$ cat src/sv/ddo_pkg.sv
// Package for the differential-drive odometry and speed loop core.
// Holds operand widths, gains, direction codes and the CORDIC angle table.
// No dependencies.
package ddo_pkg;

    localparam int CORDIC_STEPS = 16;
    localparam int DUTY_LIMIT   = 100;
    localparam int CORDIC_N     = (CORDIC_STEPS < 32) ? CORDIC_STEPS : 32;

    localparam int MUL_W  = 34;
    localparam int PROD_W = 2 * MUL_W;
    localparam int MCNT_W = $clog2(MUL_W);
    localparam int CC_W   = 6;
    localparam int CMD_W  = 49;
    localparam int LIM_W  = 27;
    localparam int ERR_W  = 33;
    localparam int DCNT_W = $clog2(LIM_W + 1);
    localparam int REM_W  = 7;

    localparam logic [31:0] CORDIC_GAIN_Q30 = 32'd652032874;
    localparam logic [REM_W:0] PCT_SCALE = 8'd100;
    localparam logic [CMD_W-1:0] LIM_CMD = CMD_W'(DUTY_LIMIT * 65536);

    localparam logic [1:0] DIR_STOP = 2'd0;
    localparam logic [1:0] DIR_FWD  = 2'd1;
    localparam logic [1:0] DIR_REV  = 2'd2;

    localparam logic [2:0] REG_DIST   = 3'd0;
    localparam logic [2:0] REG_ANGLE  = 3'd1;
    localparam logic [2:0] REG_RPM    = 3'd2;
    localparam logic [2:0] REG_GAIN   = 3'd3;
    localparam logic [2:0] REG_PERIOD = 3'd4;

    typedef logic signed [MUL_W-1:0] t_mop;

    function automatic logic [MUL_W-1:0] atan_at(input logic [4:0] idx);
        logic [29:0] v;
        case (idx)
            5'd0:  v = 30'd536870912;
            5'd1:  v = 30'd316933406;
            5'd2:  v = 30'd167458907;
            5'd3:  v = 30'd85004756;
            5'd4:  v = 30'd42667331;
            5'd5:  v = 30'd21354465;
            5'd6:  v = 30'd10679838;
            5'd7:  v = 30'd5340245;
            5'd8:  v = 30'd2670163;
            5'd9:  v = 30'd1335087;
            5'd10: v = 30'd667544;
            5'd11: v = 30'd333772;
            5'd12: v = 30'd166886;
            5'd13: v = 30'd83443;
            5'd14: v = 30'd41722;
            5'd15: v = 30'd20861;
            5'd16: v = 30'd10430;
            5'd17: v = 30'd5215;
            5'd18: v = 30'd2608;
            5'd19: v = 30'd1304;
            5'd20: v = 30'd652;
            5'd21: v = 30'd326;
            5'd22: v = 30'd163;
            5'd23: v = 30'd81;
            5'd24: v = 30'd41;
            5'd25: v = 30'd20;
            5'd26: v = 30'd10;
            5'd27: v = 30'd5;
            5'd28: v = 30'd3;
            5'd29: v = 30'd1;
            5'd30: v = 30'd1;
            default: v = 30'd0;
        endcase
        return {{(MUL_W-30){1'b0}}, v};
    endfunction

endpackage

$ cat src/sv/diff_drive_odometry_speed_loop_core.sv
// Differential-drive odometry with proportional wheel-speed control.
// Each input transaction runs five passes of two 34-bit bit-serial multipliers
// (CORDIC overlapped) and a restoring divide by 100; a new transaction is accepted
// only after the previous result has been issued.
// Reset (synchronous, active low) clears pose and heading and loads register defaults.
// Depends on ddo_pkg and ddo_serial_mul.
module diff_drive_odometry_speed_loop_core (
    input  logic                i_clk,
    input  logic                i_rst_n,
    input  logic                i_cfg_valid,
    output logic                o_cfg_ready,
    input  logic [2:0]          i_cfg_index,
    input  logic [23:0]         i_cfg_data,
    input  logic                i_in_valid,
    output logic                o_in_ready,
    input  logic signed [15:0]  i_left_count,
    input  logic signed [15:0]  i_right_count,
    input  logic signed [23:0]  i_left_target,
    input  logic signed [23:0]  i_right_target,
    output logic                o_out_valid,
    input  logic                i_out_ready,
    output logic signed [31:0]  o_pose_x,
    output logic signed [31:0]  o_pose_y,
    output logic [31:0]         o_heading,
    output logic [15:0]         o_left_duty,
    output logic [15:0]         o_right_duty,
    output logic [1:0]          o_left_dir,
    output logic [1:0]          o_right_dir
);
    import ddo_pkg::*;

    localparam logic [2:0] ST_IDLE   = 3'd0;
    localparam logic [2:0] ST_LAUNCH = 3'd1;
    localparam logic [2:0] ST_MUL    = 3'd2;
    localparam logic [2:0] ST_DIV    = 3'd3;
    localparam logic [2:0] ST_DONE   = 3'd4;

    localparam logic [2:0] PH_ODO  = 3'd0;
    localparam logic [2:0] PH_RPM  = 3'd1;
    localparam logic [2:0] PH_XY   = 3'd2;
    localparam logic [2:0] PH_GAIN = 3'd3;
    localparam logic [2:0] PH_PER  = 3'd4;

    logic [2:0]        r_state;
    logic [2:0]        r_phase;
    logic [CC_W-1:0]   r_ccnt;
    logic [DCNT_W-1:0] r_dcnt;
    logic              r_ovalid;

    logic [23:0] r_dist, r_angle;
    logic [15:0] r_rpm, r_gain, r_period;
    logic [31:0] r_px, r_py, r_head;

    logic signed [15:0] r_nl, r_nr;
    logic signed [23:0] r_tl, r_tr;
    logic [31:0]        r_d;
    logic signed [MUL_W-1:0] r_cx, r_cy, r_cz;
    logic [1:0]         r_q;
    logic [ERR_W-1:0]   r_err [2];
    logic [LIM_W-1:0]   r_mag [2];
    logic [LIM_W-1:0]   r_dv  [2];
    logic [REM_W-1:0]   r_rem [2];

    logic signed [31:0] r_o_x, r_o_y;
    logic [31:0]        r_o_head;
    logic [15:0]        r_o_duty [2];
    logic [1:0]         r_o_dir  [2];

    logic              w_start;
    t_mop              w_a0, w_b0, w_a1, w_b1;
    logic              w_busy0, w_busy1;
    logic [PROD_W-1:0] w_p [2];
    logic              w_cdone;
    logic              w_phase_end;
    logic              w_out_free;

    logic [16:0]  w_diff, w_sum;
    logic [31:0]  w_mid, w_qt, w_z32;
    logic [41:0]  w_dsum;
    logic [61:0]  w_xr, w_yr;
    logic signed [MUL_W-1:0] w_c, w_s, w_xs, w_ys, w_atan;
    logic signed [23:0] w_t [2];
    logic [ERR_W-1:0]   w_err [2];
    logic [CMD_W-1:0]   w_cmd [2];
    logic [CMD_W-1:0]   w_abs [2];
    logic [LIM_W-1:0]   w_mag [2];
    logic [REM_W:0]     w_rsh [2];
    logic               w_ge  [2];

    assign o_cfg_ready = 1'b1;
    assign o_in_ready  = (r_state == ST_IDLE);
    assign w_start     = (r_state == ST_LAUNCH);
    assign w_cdone     = (r_ccnt == CC_W'(CORDIC_N));
    assign w_phase_end = (r_state == ST_MUL) && !w_busy0 && !w_busy1 && w_cdone;
    assign w_out_free  = !r_ovalid || i_out_ready;

    assign w_diff = {r_nl[15], r_nl} - {r_nr[15], r_nr};
    assign w_sum  = {r_nl[15], r_nl} + {r_nr[15], r_nr};
    assign w_t[0] = r_tl;
    assign w_t[1] = r_tr;

    always_comb begin
        unique case (r_q)
            2'd0: begin w_c = r_cx;  w_s = r_cy;  end
            2'd1: begin w_c = -r_cy; w_s = r_cx;  end
            2'd2: begin w_c = -r_cx; w_s = -r_cy; end
            default: begin w_c = r_cy; w_s = -r_cx; end
        endcase
    end

    always_comb begin
        unique case (r_phase)
            PH_ODO: begin
                w_a0 = {{(MUL_W-24){1'b0}}, r_angle};
                w_b0 = {{(MUL_W-17){w_diff[16]}}, w_diff};
                w_a1 = {{(MUL_W-24){1'b0}}, r_dist};
                w_b1 = {{(MUL_W-17){w_sum[16]}}, w_sum};
            end
            PH_RPM: begin
                w_a0 = {{(MUL_W-16){1'b0}}, r_rpm};
                w_b0 = {{(MUL_W-16){r_nl[15]}}, r_nl};
                w_a1 = {{(MUL_W-16){1'b0}}, r_rpm};
                w_b1 = {{(MUL_W-16){r_nr[15]}}, r_nr};
            end
            PH_XY: begin
                w_a0 = {{(MUL_W-32){r_d[31]}}, r_d};
                w_b0 = w_c;
                w_a1 = {{(MUL_W-32){r_d[31]}}, r_d};
                w_b1 = w_s;
            end
            PH_GAIN: begin
                w_a0 = {{(MUL_W-16){1'b0}}, r_gain};
                w_b0 = {{(MUL_W-ERR_W){r_err[0][ERR_W-1]}}, r_err[0]};
                w_a1 = {{(MUL_W-16){1'b0}}, r_gain};
                w_b1 = {{(MUL_W-ERR_W){r_err[1][ERR_W-1]}}, r_err[1]};
            end
            default: begin
                w_a0 = {{(MUL_W-16){1'b0}}, r_period};
                w_b0 = {{(MUL_W-LIM_W){1'b0}}, r_mag[0]};
                w_a1 = {{(MUL_W-16){1'b0}}, r_period};
                w_b1 = {{(MUL_W-LIM_W){1'b0}}, r_mag[1]};
            end
        endcase
    end

    ddo_serial_mul u_mul0 (
        .i_clk   (i_clk),
        .i_rst_n (i_rst_n),
        .i_start (w_start),
        .i_a     (w_a0),
        .i_b     (w_b0),
        .o_busy  (w_busy0),
        .o_prod  (w_p[0])
    );

    ddo_serial_mul u_mul1 (
        .i_clk   (i_clk),
        .i_rst_n (i_rst_n),
        .i_start (w_start),
        .i_a     (w_a1),
        .i_b     (w_b1),
        .o_busy  (w_busy1),
        .o_prod  (w_p[1])
    );

    assign w_mid  = r_head + w_p[0][32:1];
    assign w_qt   = w_mid + 32'h2000_0000;
    assign w_z32  = w_mid - {w_qt[31:30], 30'd0};
    assign w_dsum = w_p[1][41:0] + 42'd256;
    assign w_xr   = w_p[0][61:0] + 62'h2000_0000;
    assign w_yr   = w_p[1][61:0] + 62'h2000_0000;

    assign w_xs   = r_cx >>> r_ccnt;
    assign w_ys   = r_cy >>> r_ccnt;
    assign w_atan = atan_at(r_ccnt[4:0]);

    always_comb begin
        for (int k = 0; k < 2; k++) begin
            w_err[k] = {{(ERR_W-24){w_t[k][23]}}, w_t[k]}
                     - {w_p[k][31], w_p[k][31:0]};
            w_cmd[k] = w_p[k][CMD_W-1:0];
            w_abs[k] = w_cmd[k][CMD_W-1] ? -w_cmd[k] : w_cmd[k];
            w_mag[k] = (w_abs[k] > LIM_CMD) ? LIM_CMD[LIM_W-1:0] : w_abs[k][LIM_W-1:0];
            w_rsh[k] = {r_rem[k], r_dv[k][LIM_W-1]};
            w_ge[k]  = (w_rsh[k] >= PCT_SCALE);
        end
    end

    always_ff @(posedge i_clk) begin
        if (!i_rst_n) begin
            r_state  <= ST_IDLE;
            r_phase  <= PH_ODO;
            r_ccnt   <= CC_W'(CORDIC_N);
            r_dcnt   <= '0;
            r_ovalid <= 1'b0;
            r_px     <= '0;
            r_py     <= '0;
            r_head   <= '0;
            r_dist   <= 24'd40786;
            r_angle  <= 24'd103535;
            r_rpm    <= 16'd2612;
            r_gain   <= 16'd2560;
            r_period <= 16'd1000;
        end else begin
            if (i_cfg_valid) begin
                unique case (i_cfg_index)
                    REG_DIST:   r_dist   <= i_cfg_data;
                    REG_ANGLE:  r_angle  <= i_cfg_data;
                    REG_RPM:    r_rpm    <= i_cfg_data[15:0];
                    REG_GAIN:   r_gain   <= i_cfg_data[15:0];
                    REG_PERIOD: r_period <= i_cfg_data[15:0];
                    default: ;
                endcase
            end
            if (i_out_ready && r_state != ST_DONE) begin
                r_ovalid <= 1'b0;
            end
            if (!w_cdone) begin
                r_ccnt <= r_ccnt + CC_W'(1);
            end
            unique case (r_state)
                ST_IDLE: begin
                    if (i_in_valid) begin
                        r_phase <= PH_ODO;
                        r_state <= ST_LAUNCH;
                    end
                end
                ST_LAUNCH: begin
                    r_state <= ST_MUL;
                end
                ST_MUL: begin
                    if (w_phase_end) begin
                        if (r_phase == PH_ODO) begin
                            r_head <= r_head + w_p[0][31:0];
                            r_ccnt <= '0;
                        end
                        if (r_phase == PH_XY) begin
                            r_px <= r_px + w_xr[61:30];
                            r_py <= r_py + w_yr[61:30];
                        end
                        if (r_phase == PH_PER) begin
                            r_dcnt  <= '0;
                            r_state <= ST_DIV;
                        end else begin
                            r_phase <= r_phase + 3'd1;
                            r_state <= ST_LAUNCH;
                        end
                    end
                end
                ST_DIV: begin
                    r_dcnt <= r_dcnt + DCNT_W'(1);
                    if (r_dcnt == DCNT_W'(LIM_W - 1)) begin
                        r_state <= ST_DONE;
                    end
                end
                ST_DONE: begin
                    if (w_out_free) begin
                        r_ovalid <= 1'b1;
                        r_state  <= ST_IDLE;
                    end
                end
                default: r_state <= ST_IDLE;
            endcase
        end
    end

    always_ff @(posedge i_clk) begin
        if (r_state == ST_IDLE && i_in_valid) begin
            r_nl <= i_left_count;
            r_nr <= i_right_count;
            r_tl <= i_left_target;
            r_tr <= i_right_target;
        end
        if (!w_cdone) begin
            if (!r_cz[MUL_W-1]) begin
                r_cx <= r_cx - w_ys;
                r_cy <= r_cy + w_xs;
                r_cz <= r_cz - w_atan;
            end else begin
                r_cx <= r_cx + w_ys;
                r_cy <= r_cy - w_xs;
                r_cz <= r_cz + w_atan;
            end
        end
        if (w_phase_end) begin
            unique case (r_phase)
                PH_ODO: begin
                    r_d  <= w_dsum[40:9];
                    r_q  <= w_qt[31:30];
                    r_cz <= {{(MUL_W-32){w_z32[31]}}, w_z32};
                    r_cx <= {{(MUL_W-32){1'b0}}, CORDIC_GAIN_Q30};
                    r_cy <= '0;
                end
                PH_RPM: begin
                    for (int k = 0; k < 2; k++) begin
                        r_err[k] <= w_err[k];
                    end
                end
                PH_GAIN: begin
                    for (int k = 0; k < 2; k++) begin
                        r_mag[k] <= w_mag[k];
                    end
                end
                PH_PER: begin
                    for (int k = 0; k < 2; k++) begin
                        r_dv[k]  <= w_p[k][LIM_W+15:16];
                        r_rem[k] <= '0;
                    end
                end
                default: ;
            endcase
        end
        if (r_state == ST_DIV) begin
            for (int k = 0; k < 2; k++) begin
                r_rem[k] <= w_ge[k] ? REM_W'(w_rsh[k] - PCT_SCALE) : w_rsh[k][REM_W-1:0];
                r_dv[k]  <= {r_dv[k][LIM_W-2:0], w_ge[k]};
            end
        end
        if (r_state == ST_DONE && w_out_free) begin
            r_o_x    <= r_px;
            r_o_y    <= r_py;
            r_o_head <= r_head;
            for (int k = 0; k < 2; k++) begin
                r_o_duty[k] <= (|r_dv[k][LIM_W-1:16]) ? 16'hFFFF : r_dv[k][15:0];
                if (r_err[k] == '0) begin
                    r_o_dir[k] <= DIR_STOP;
                end else if (r_err[k][ERR_W-1]) begin
                    r_o_dir[k] <= DIR_REV;
                end else begin
                    r_o_dir[k] <= DIR_FWD;
                end
            end
        end
    end

    assign o_out_valid  = r_ovalid;
    assign o_pose_x     = r_o_x;
    assign o_pose_y     = r_o_y;
    assign o_heading    = r_o_head;
    assign o_left_duty  = r_o_duty[0];
    assign o_right_duty = r_o_duty[1];
    assign o_left_dir   = r_o_dir[0];
    assign o_right_dir  = r_o_dir[1];

    a_accept_launch: assert property (@(posedge i_clk) disable iff (!i_rst_n)
        (i_in_valid && o_in_ready) |=> (r_state == ST_LAUNCH))
        else $error("accepted transaction did not launch");

    a_mul_lockstep: assert property (@(posedge i_clk) disable iff (!i_rst_n)
        w_busy0 == w_busy1)
        else $error("multipliers out of step");

    a_mul_in_state: assert property (@(posedge i_clk) disable iff (!i_rst_n)
        w_busy0 |-> (r_state == ST_MUL))
        else $error("multiplier busy outside multiply state");

    a_cordic_bound: assert property (@(posedge i_clk) disable iff (!i_rst_n)
        r_ccnt <= CC_W'(CORDIC_N))
        else $error("CORDIC step count overrun");

    a_div_bound: assert property (@(posedge i_clk) disable iff (!i_rst_n)
        (r_state == ST_DIV) |-> (r_dcnt < DCNT_W'(LIM_W)))
        else $error("divider count overrun");

endmodule

$ cat src/sv/ddo_serial_mul.sv
// Signed bit-serial multiplier: one multiplier bit per cycle.
// Multiplicand held in parallel, product shifts right through a hi/lo pair.
// Depends on ddo_pkg.
module ddo_serial_mul (
    input  logic                         i_clk,
    input  logic                         i_rst_n,
    input  logic                         i_start,
    input  ddo_pkg::t_mop                i_a,
    input  ddo_pkg::t_mop                i_b,
    output logic                         o_busy,
    output logic [ddo_pkg::PROD_W-1:0]   o_prod
);
    import ddo_pkg::*;

    logic [MUL_W-1:0]  r_a;
    logic [MUL_W-1:0]  r_h;
    logic [MUL_W-1:0]  r_l;
    logic [MCNT_W-1:0] r_cnt;
    logic              r_busy;
    logic [MUL_W:0]    w_add;
    logic [MUL_W:0]    w_sum;

    always_comb begin
        if (r_l[0]) begin
            if (r_cnt == MCNT_W'(MUL_W - 1)) begin
                w_add = -{r_a[MUL_W-1], r_a};
            end else begin
                w_add = {r_a[MUL_W-1], r_a};
            end
        end else begin
            w_add = '0;
        end
        w_sum = {r_h[MUL_W-1], r_h} + w_add;
    end

    always_ff @(posedge i_clk) begin
        if (!i_rst_n) begin
            r_busy <= 1'b0;
            r_cnt  <= '0;
        end else if (i_start) begin
            r_busy <= 1'b1;
            r_cnt  <= '0;
        end else if (r_busy) begin
            r_cnt <= r_cnt + MCNT_W'(1);
            if (r_cnt == MCNT_W'(MUL_W - 1)) begin
                r_busy <= 1'b0;
            end
        end
    end

    always_ff @(posedge i_clk) begin
        if (i_start) begin
            r_a <= i_a;
            r_h <= '0;
            r_l <= i_b;
        end else if (r_busy) begin
            r_h <= w_sum[MUL_W:1];
            r_l <= {w_sum[0], r_l[MUL_W-1:1]};
        end
    end

    assign o_busy = r_busy;
    assign o_prod = {r_h, r_l};

endmodule
$ cat config.mk
export PLATFORM = sky130hd
export DESIGN_NAME = diff_drive_odometry_speed_loop_core
export DESIGN_NICKNAME = d
export VERILOG_FILES = /design/src/sv/ddo_pkg.sv /design/src/sv/diff_drive_odometry_speed_loop_core.sv /design/src/sv/ddo_serial_mul.sv
export SDC_FILE = /design/constraint.sdc
export NUM_CORES = 2
export LEC_CHECK = 0
export BUFFER_PORTS_ARGS = -buffer_cell sky130_fd_sc_hd__buf_4
export CAP_MARGIN = 25
export CORE_MARGIN = 2
export CORE_UTILIZATION = 35
export CTS_BUF_LIST = sky130_fd_sc_hd__clkbuf_8
export CTS_CLUSTER_DIAMETER = 100
export DETAILED_ROUTE_END_ITERATION = 8
export GPL_TIMING_DRIVEN = 0
export PLACE_DENSITY = 0.62
export SLEW_MARGIN = 20
export SYNTH_ARGS = -nofsm -noshare
export SYNTH_HDL_FRONTEND = slang
export SYNTH_HIERARCHICAL = 1
export SYNTH_SLANG_ARGS = --single-unit
$ cat constraint.sdc
create_clock -name i_clk -period 5.62 [get_ports i_clk]
set_clock_uncertainty 0.2 [all_clocks]
set_input_delay 1.124 -clock i_clk [delete_from_list [all_inputs] [get_ports i_clk]]
set_output_delay 1.124 -clock i_clk [all_outputs]
set_load 0.01 [all_outputs]
==> results.txt <==
Final period util = 109%
Post-Synth Simple-Gate Area = 18.8%
Iter 0 DRT Violations = 8167
multiplexer share of the synthesized area = 8.19%
fraction of power spent switching nets = 47.0%
clock latency of the later-clocked register in the worst-skew pair = 1010 ps
count of cell types in the netlist = 105
setup slack after placement = -2820 ps
combinational share of power = 61.0%
Slew @ Worst Pin = 1420 ps
CTS root buffer = sky130_fd_sc_hd__clkbuf_8
part of the total power dissipated in sequential elements = 22.3%
final global-route overflow total = 0
setup violation total in the final timing report = 24
wire length of the first global-routing pass = 450 mm
final estimated routing congestion in global placement = 1.03
Max stage delay on crit path = 610 ps
overall die height = 463 um
top flip-flop cell by instance count after synthesis = sky130_fd_sc_hd__edfxtp_1
H-Tree Depth = 4
Routed WL = 314 mm
Syn Std Cell Area = 73700 sq um
Lkg Pwr = 33.9 nW
Final ANT Viol Nets = 0
complex-gate fraction of the synthesized area = 19.0%
number of vias per cell = 5.95
per-instance average area after synthesis = 8.90 sq um
total DRC errors in the routed layout = 0
number of global-route vias before repair = 66100
All-Layer GR Usage = 28.0%
share of flip-flops with an asynchronous set or reset after synthesis = 0%
max-slew violation count = 0
data required time of the worst path = 6230 ps
instance count of the mapped netlist = 8283
Post-DP Area = 79600 sq um
number of antenna violations at the first check in global routing = 15
maximum root-to-sink buffer count = 3
fin crit period = 6140 ps
clock transition time at the flip-flop clock pins of the worst setup and hold paths = 70 ps
highest attainable clock frequency = 0.163 GHz
finished layout cell area = 87700 sq um
met1 capacity usage during global routing = 37.7%
combinational family with the most area after synthesis = compound AO/OA/AOI/OAI gates
IR Drop Worst-Case VDD = 0.355 mV
share of final-layout standard cells stronger than drive strength 1 = 16.8%
cell occurring most often along the worst timing path = sky130_fd_sc_hd__buf_12
initial core utilization = 35.2%
number of clock sinks = 994
type of the most critical hold path = in -> reg
EDFF count, synth = 570
setup_tns = -6070 ps
path type of the worst setup path = reg -> reg
core region area = 210000 sq um
endpoint type of the worst setup path = register
unrepaired setup endpoints after global routing = true
Top-Level Pins = 247
max-cap check violation count = 0
number of synthesis warnings = 6
global routing's busiest layer = met2
Sw Pwr = 22.1 mW
fraction of power consumed by the clock network = 16.7%
share of the synthesized netlist area taken by xor and xnor gates = 7.66%
Power Density = 537 nW/um^2
post-route worst hold slack = 105 ps
count of port buffers added during placement = 245
floorplan row count = 168
Int Power = 25.0 mW
full die area = 214000 sq um
Num CTS Buffers = 182
clock tree from TritonCTS = built
met2 track demand over resource in global routing = 41.5%
violated checks = negative setup slack
met3 track demand over resource in global routing = 5.91%
post-layout worst setup margin = -516 ps
Critical Path AT = 6750 ps
synthesized-area fraction occupied by adder cells = 7.63%
Net count, final = 9445
count of endpoints failing hold in the final timing report = 0
largest net degree at the start of global routing = 75
worst slew slack as a fraction of its limit = 5.19%
width of the chip = 463 um
fraction of the yosys area taken by sequential cells = 34.7%
r2r setup slk = -520 ps
critical path startpoint category = register
number of detailed-route iterations in the first pass = 9
status = finished, violations left
CP max stage cell = sky130_fd_sc_hd__mux4_2
number of vias after detailed routing = 70600
routed length per placed instance = 26.5 um
synthesis-to-layout area growth = 19.0%
total half-perimeter wirelength after legalization and detailed placement = 245 mm
number of synthesized register bits = 994
largest fanout on the critical path = 8
-- registers in the layout (all words and copies together), names as in the netlist, 34 cells and up --
register and cells:
u_mul1/r_a 34, r_err 66, r_cz 34, u_mul0/r_h 34
u_mul1/r_h 34, r_dv 54, u_mul0/r_l 34, r_mag 54
u_mul0/r_a 34, u_mul1/r_l 34, r_cx 34, r_cy 34
-- per-stage QoR --
step / power (mW) / std cells / util (%)
2_1_floorplan: 26.8 / 8290 / -
3_3_place_gp: 33.8 / 11300 / 37.8
3_5_place_dp: 34.1 / 11400 / 38.0
4_1_cts: 44.2 / 11800 / 41.0
5_1_grt: 49.4 / 11900 / 41.8
6_report: 47.1 / 11900 / 41.8
-- kinds of logic (layout without fill, tap and decap cells) --
logic type               Yosys count  count (layout)
adder cells (fa/ha/maj)          442             442
multiplexers                     448             448
other                              2              16
flip-flops                       994             994
XOR/XNOR                         643             643
buffers and inverters            757            1517
AO/OA/AOI/OAI                   2143            2143
AND/OR/NAND/NOR                 2854            2854
-- final timing paths --
path	depth (start not counted)	startpoint	end
max	30	r_ccnt[1]$_SDFF_PN0_	r_cy[28]$_DFF_P_
min	1	i_left_target[1]	r_tl[1]$_DFFE_PP_
max reg2reg	30	r_ccnt[1]$_SDFF_PN0_	r_cy[28]$_DFF_P_
min reg2reg	2	r_angle[17]$_SDFFE_PN0P_	r_angle[17]$_SDFFE_PN0P_
-- cell type report --
type / count / area (sq um)
clock buffers: 203 / 2790
plain buffers: 473 / 2410
well taps: 2805 / 3510
multi-input cells: 6539 / 47400
fillers: 20600 / 122000
clock inverters: 140 / 1260
flip-flops and latches: 994 / 25600
diodes: 7 / 17.5
repair buffers: 431 / 3650
inverters: 270 / 1030
-- timing repair --
action                     in CTS  in global routing
gates resized for setup       379                282
hold buffers                    0                  0
pin swaps                      76                151
setup endpoints to repair     310                179
buffers inserted               84                 72
cloned                          2                  0
-- cells in the mapped netlist (183+ instances only) --
library cell / n / area [sq um]
sky130_fd_sc_hd__edfxtp_1: 570 / 17100
sky130_fd_sc_hd__clkbuf_1: 400 / 1500
sky130_fd_sc_hd__a21oi_1: 551 / 2760
sky130_fd_sc_hd__xnor2_1: 425 / 3720
sky130_fd_sc_hd__xor2_1: 217 / 1900
sky130_fd_sc_hd__ha_1: 429 / 5370
sky130_fd_sc_hd__inv_1: 266 / 998
sky130_fd_sc_hd__mux2i_1: 183 / 1830
sky130_fd_sc_hd__nand3_1: 204 / 1020
sky130_fd_sc_hd__nand2_1: 966 / 3630
sky130_fd_sc_hd__o21ai_0: 431 / 2160
sky130_fd_sc_hd__dfxtp_1: 424 / 8490
sky130_fd_sc_hd__nor2_1: 645 / 2420
-- power by group through the flow --
stage	logic (mW)	registers, mW	clock network, mW
final	28.8	10.5	7.85
after global routing	30.6	10.6	8.29
after CTS	25.8	10.4	8.00
after detailed placement	23.6	10.5	0
after global placement	23.3	10.5	0
after floorplan	17.0	9.80	0
-- worst max-delay path: cells and delay by family (launching register included) --
family                   cells  cell delay (ps)
buffers and inverters       10             1460
adder cells (fa/ha/maj)      1              270
multiplexers                 2              840
AO/OA/AOI/OAI               11             1790
AND/OR/NAND/NOR              4              610
XOR/XNOR                     2              440
flip-flops                   1              360
-- metal layers --
metal	vias to the layer above	share of wire (%)
li1	31700	-
met1	34300	42
met2	3842	42
met3	744	9.6
met4	6	6.3
met5	-	0.015
-- placed cells by master, fill, tap and decap left out, types with 94 or more instances in the layout --
master and n:
sky130_fd_sc_hd__nor2b_1 94, sky130_fd_sc_hd__a21boi_0 138, sky130_fd_sc_hd__a21oi_1 510, sky130_fd_sc_hd__dfxtp_1 419, sky130_fd_sc_hd__a31oi_1 113, sky130_fd_sc_hd__mux2_2 152, sky130_fd_sc_hd__nor2_1 623, sky130_fd_sc_hd__nor3_1 150
sky130_fd_sc_hd__o21ai_0 398, sky130_fd_sc_hd__inv_1 306, sky130_fd_sc_hd__clkbuf_1 322, sky130_fd_sc_hd__and2_1 152, sky130_fd_sc_hd__a21o_1 153, sky130_fd_sc_hd__mux4_2 107, sky130_fd_sc_hd__buf_4 395, sky130_fd_sc_hd__nand2_1 952
sky130_fd_sc_hd__clkbuf_8 203, sky130_fd_sc_hd__xnor2_1 406, sky130_fd_sc_hd__nand3_1 199, sky130_fd_sc_hd__edfxtp_1 570, sky130_fd_sc_hd__ha_1 402, sky130_fd_sc_hd__mux2i_1 160, sky130_fd_sc_hd__xor2_1 206
(Power assumes the default switching activity.)
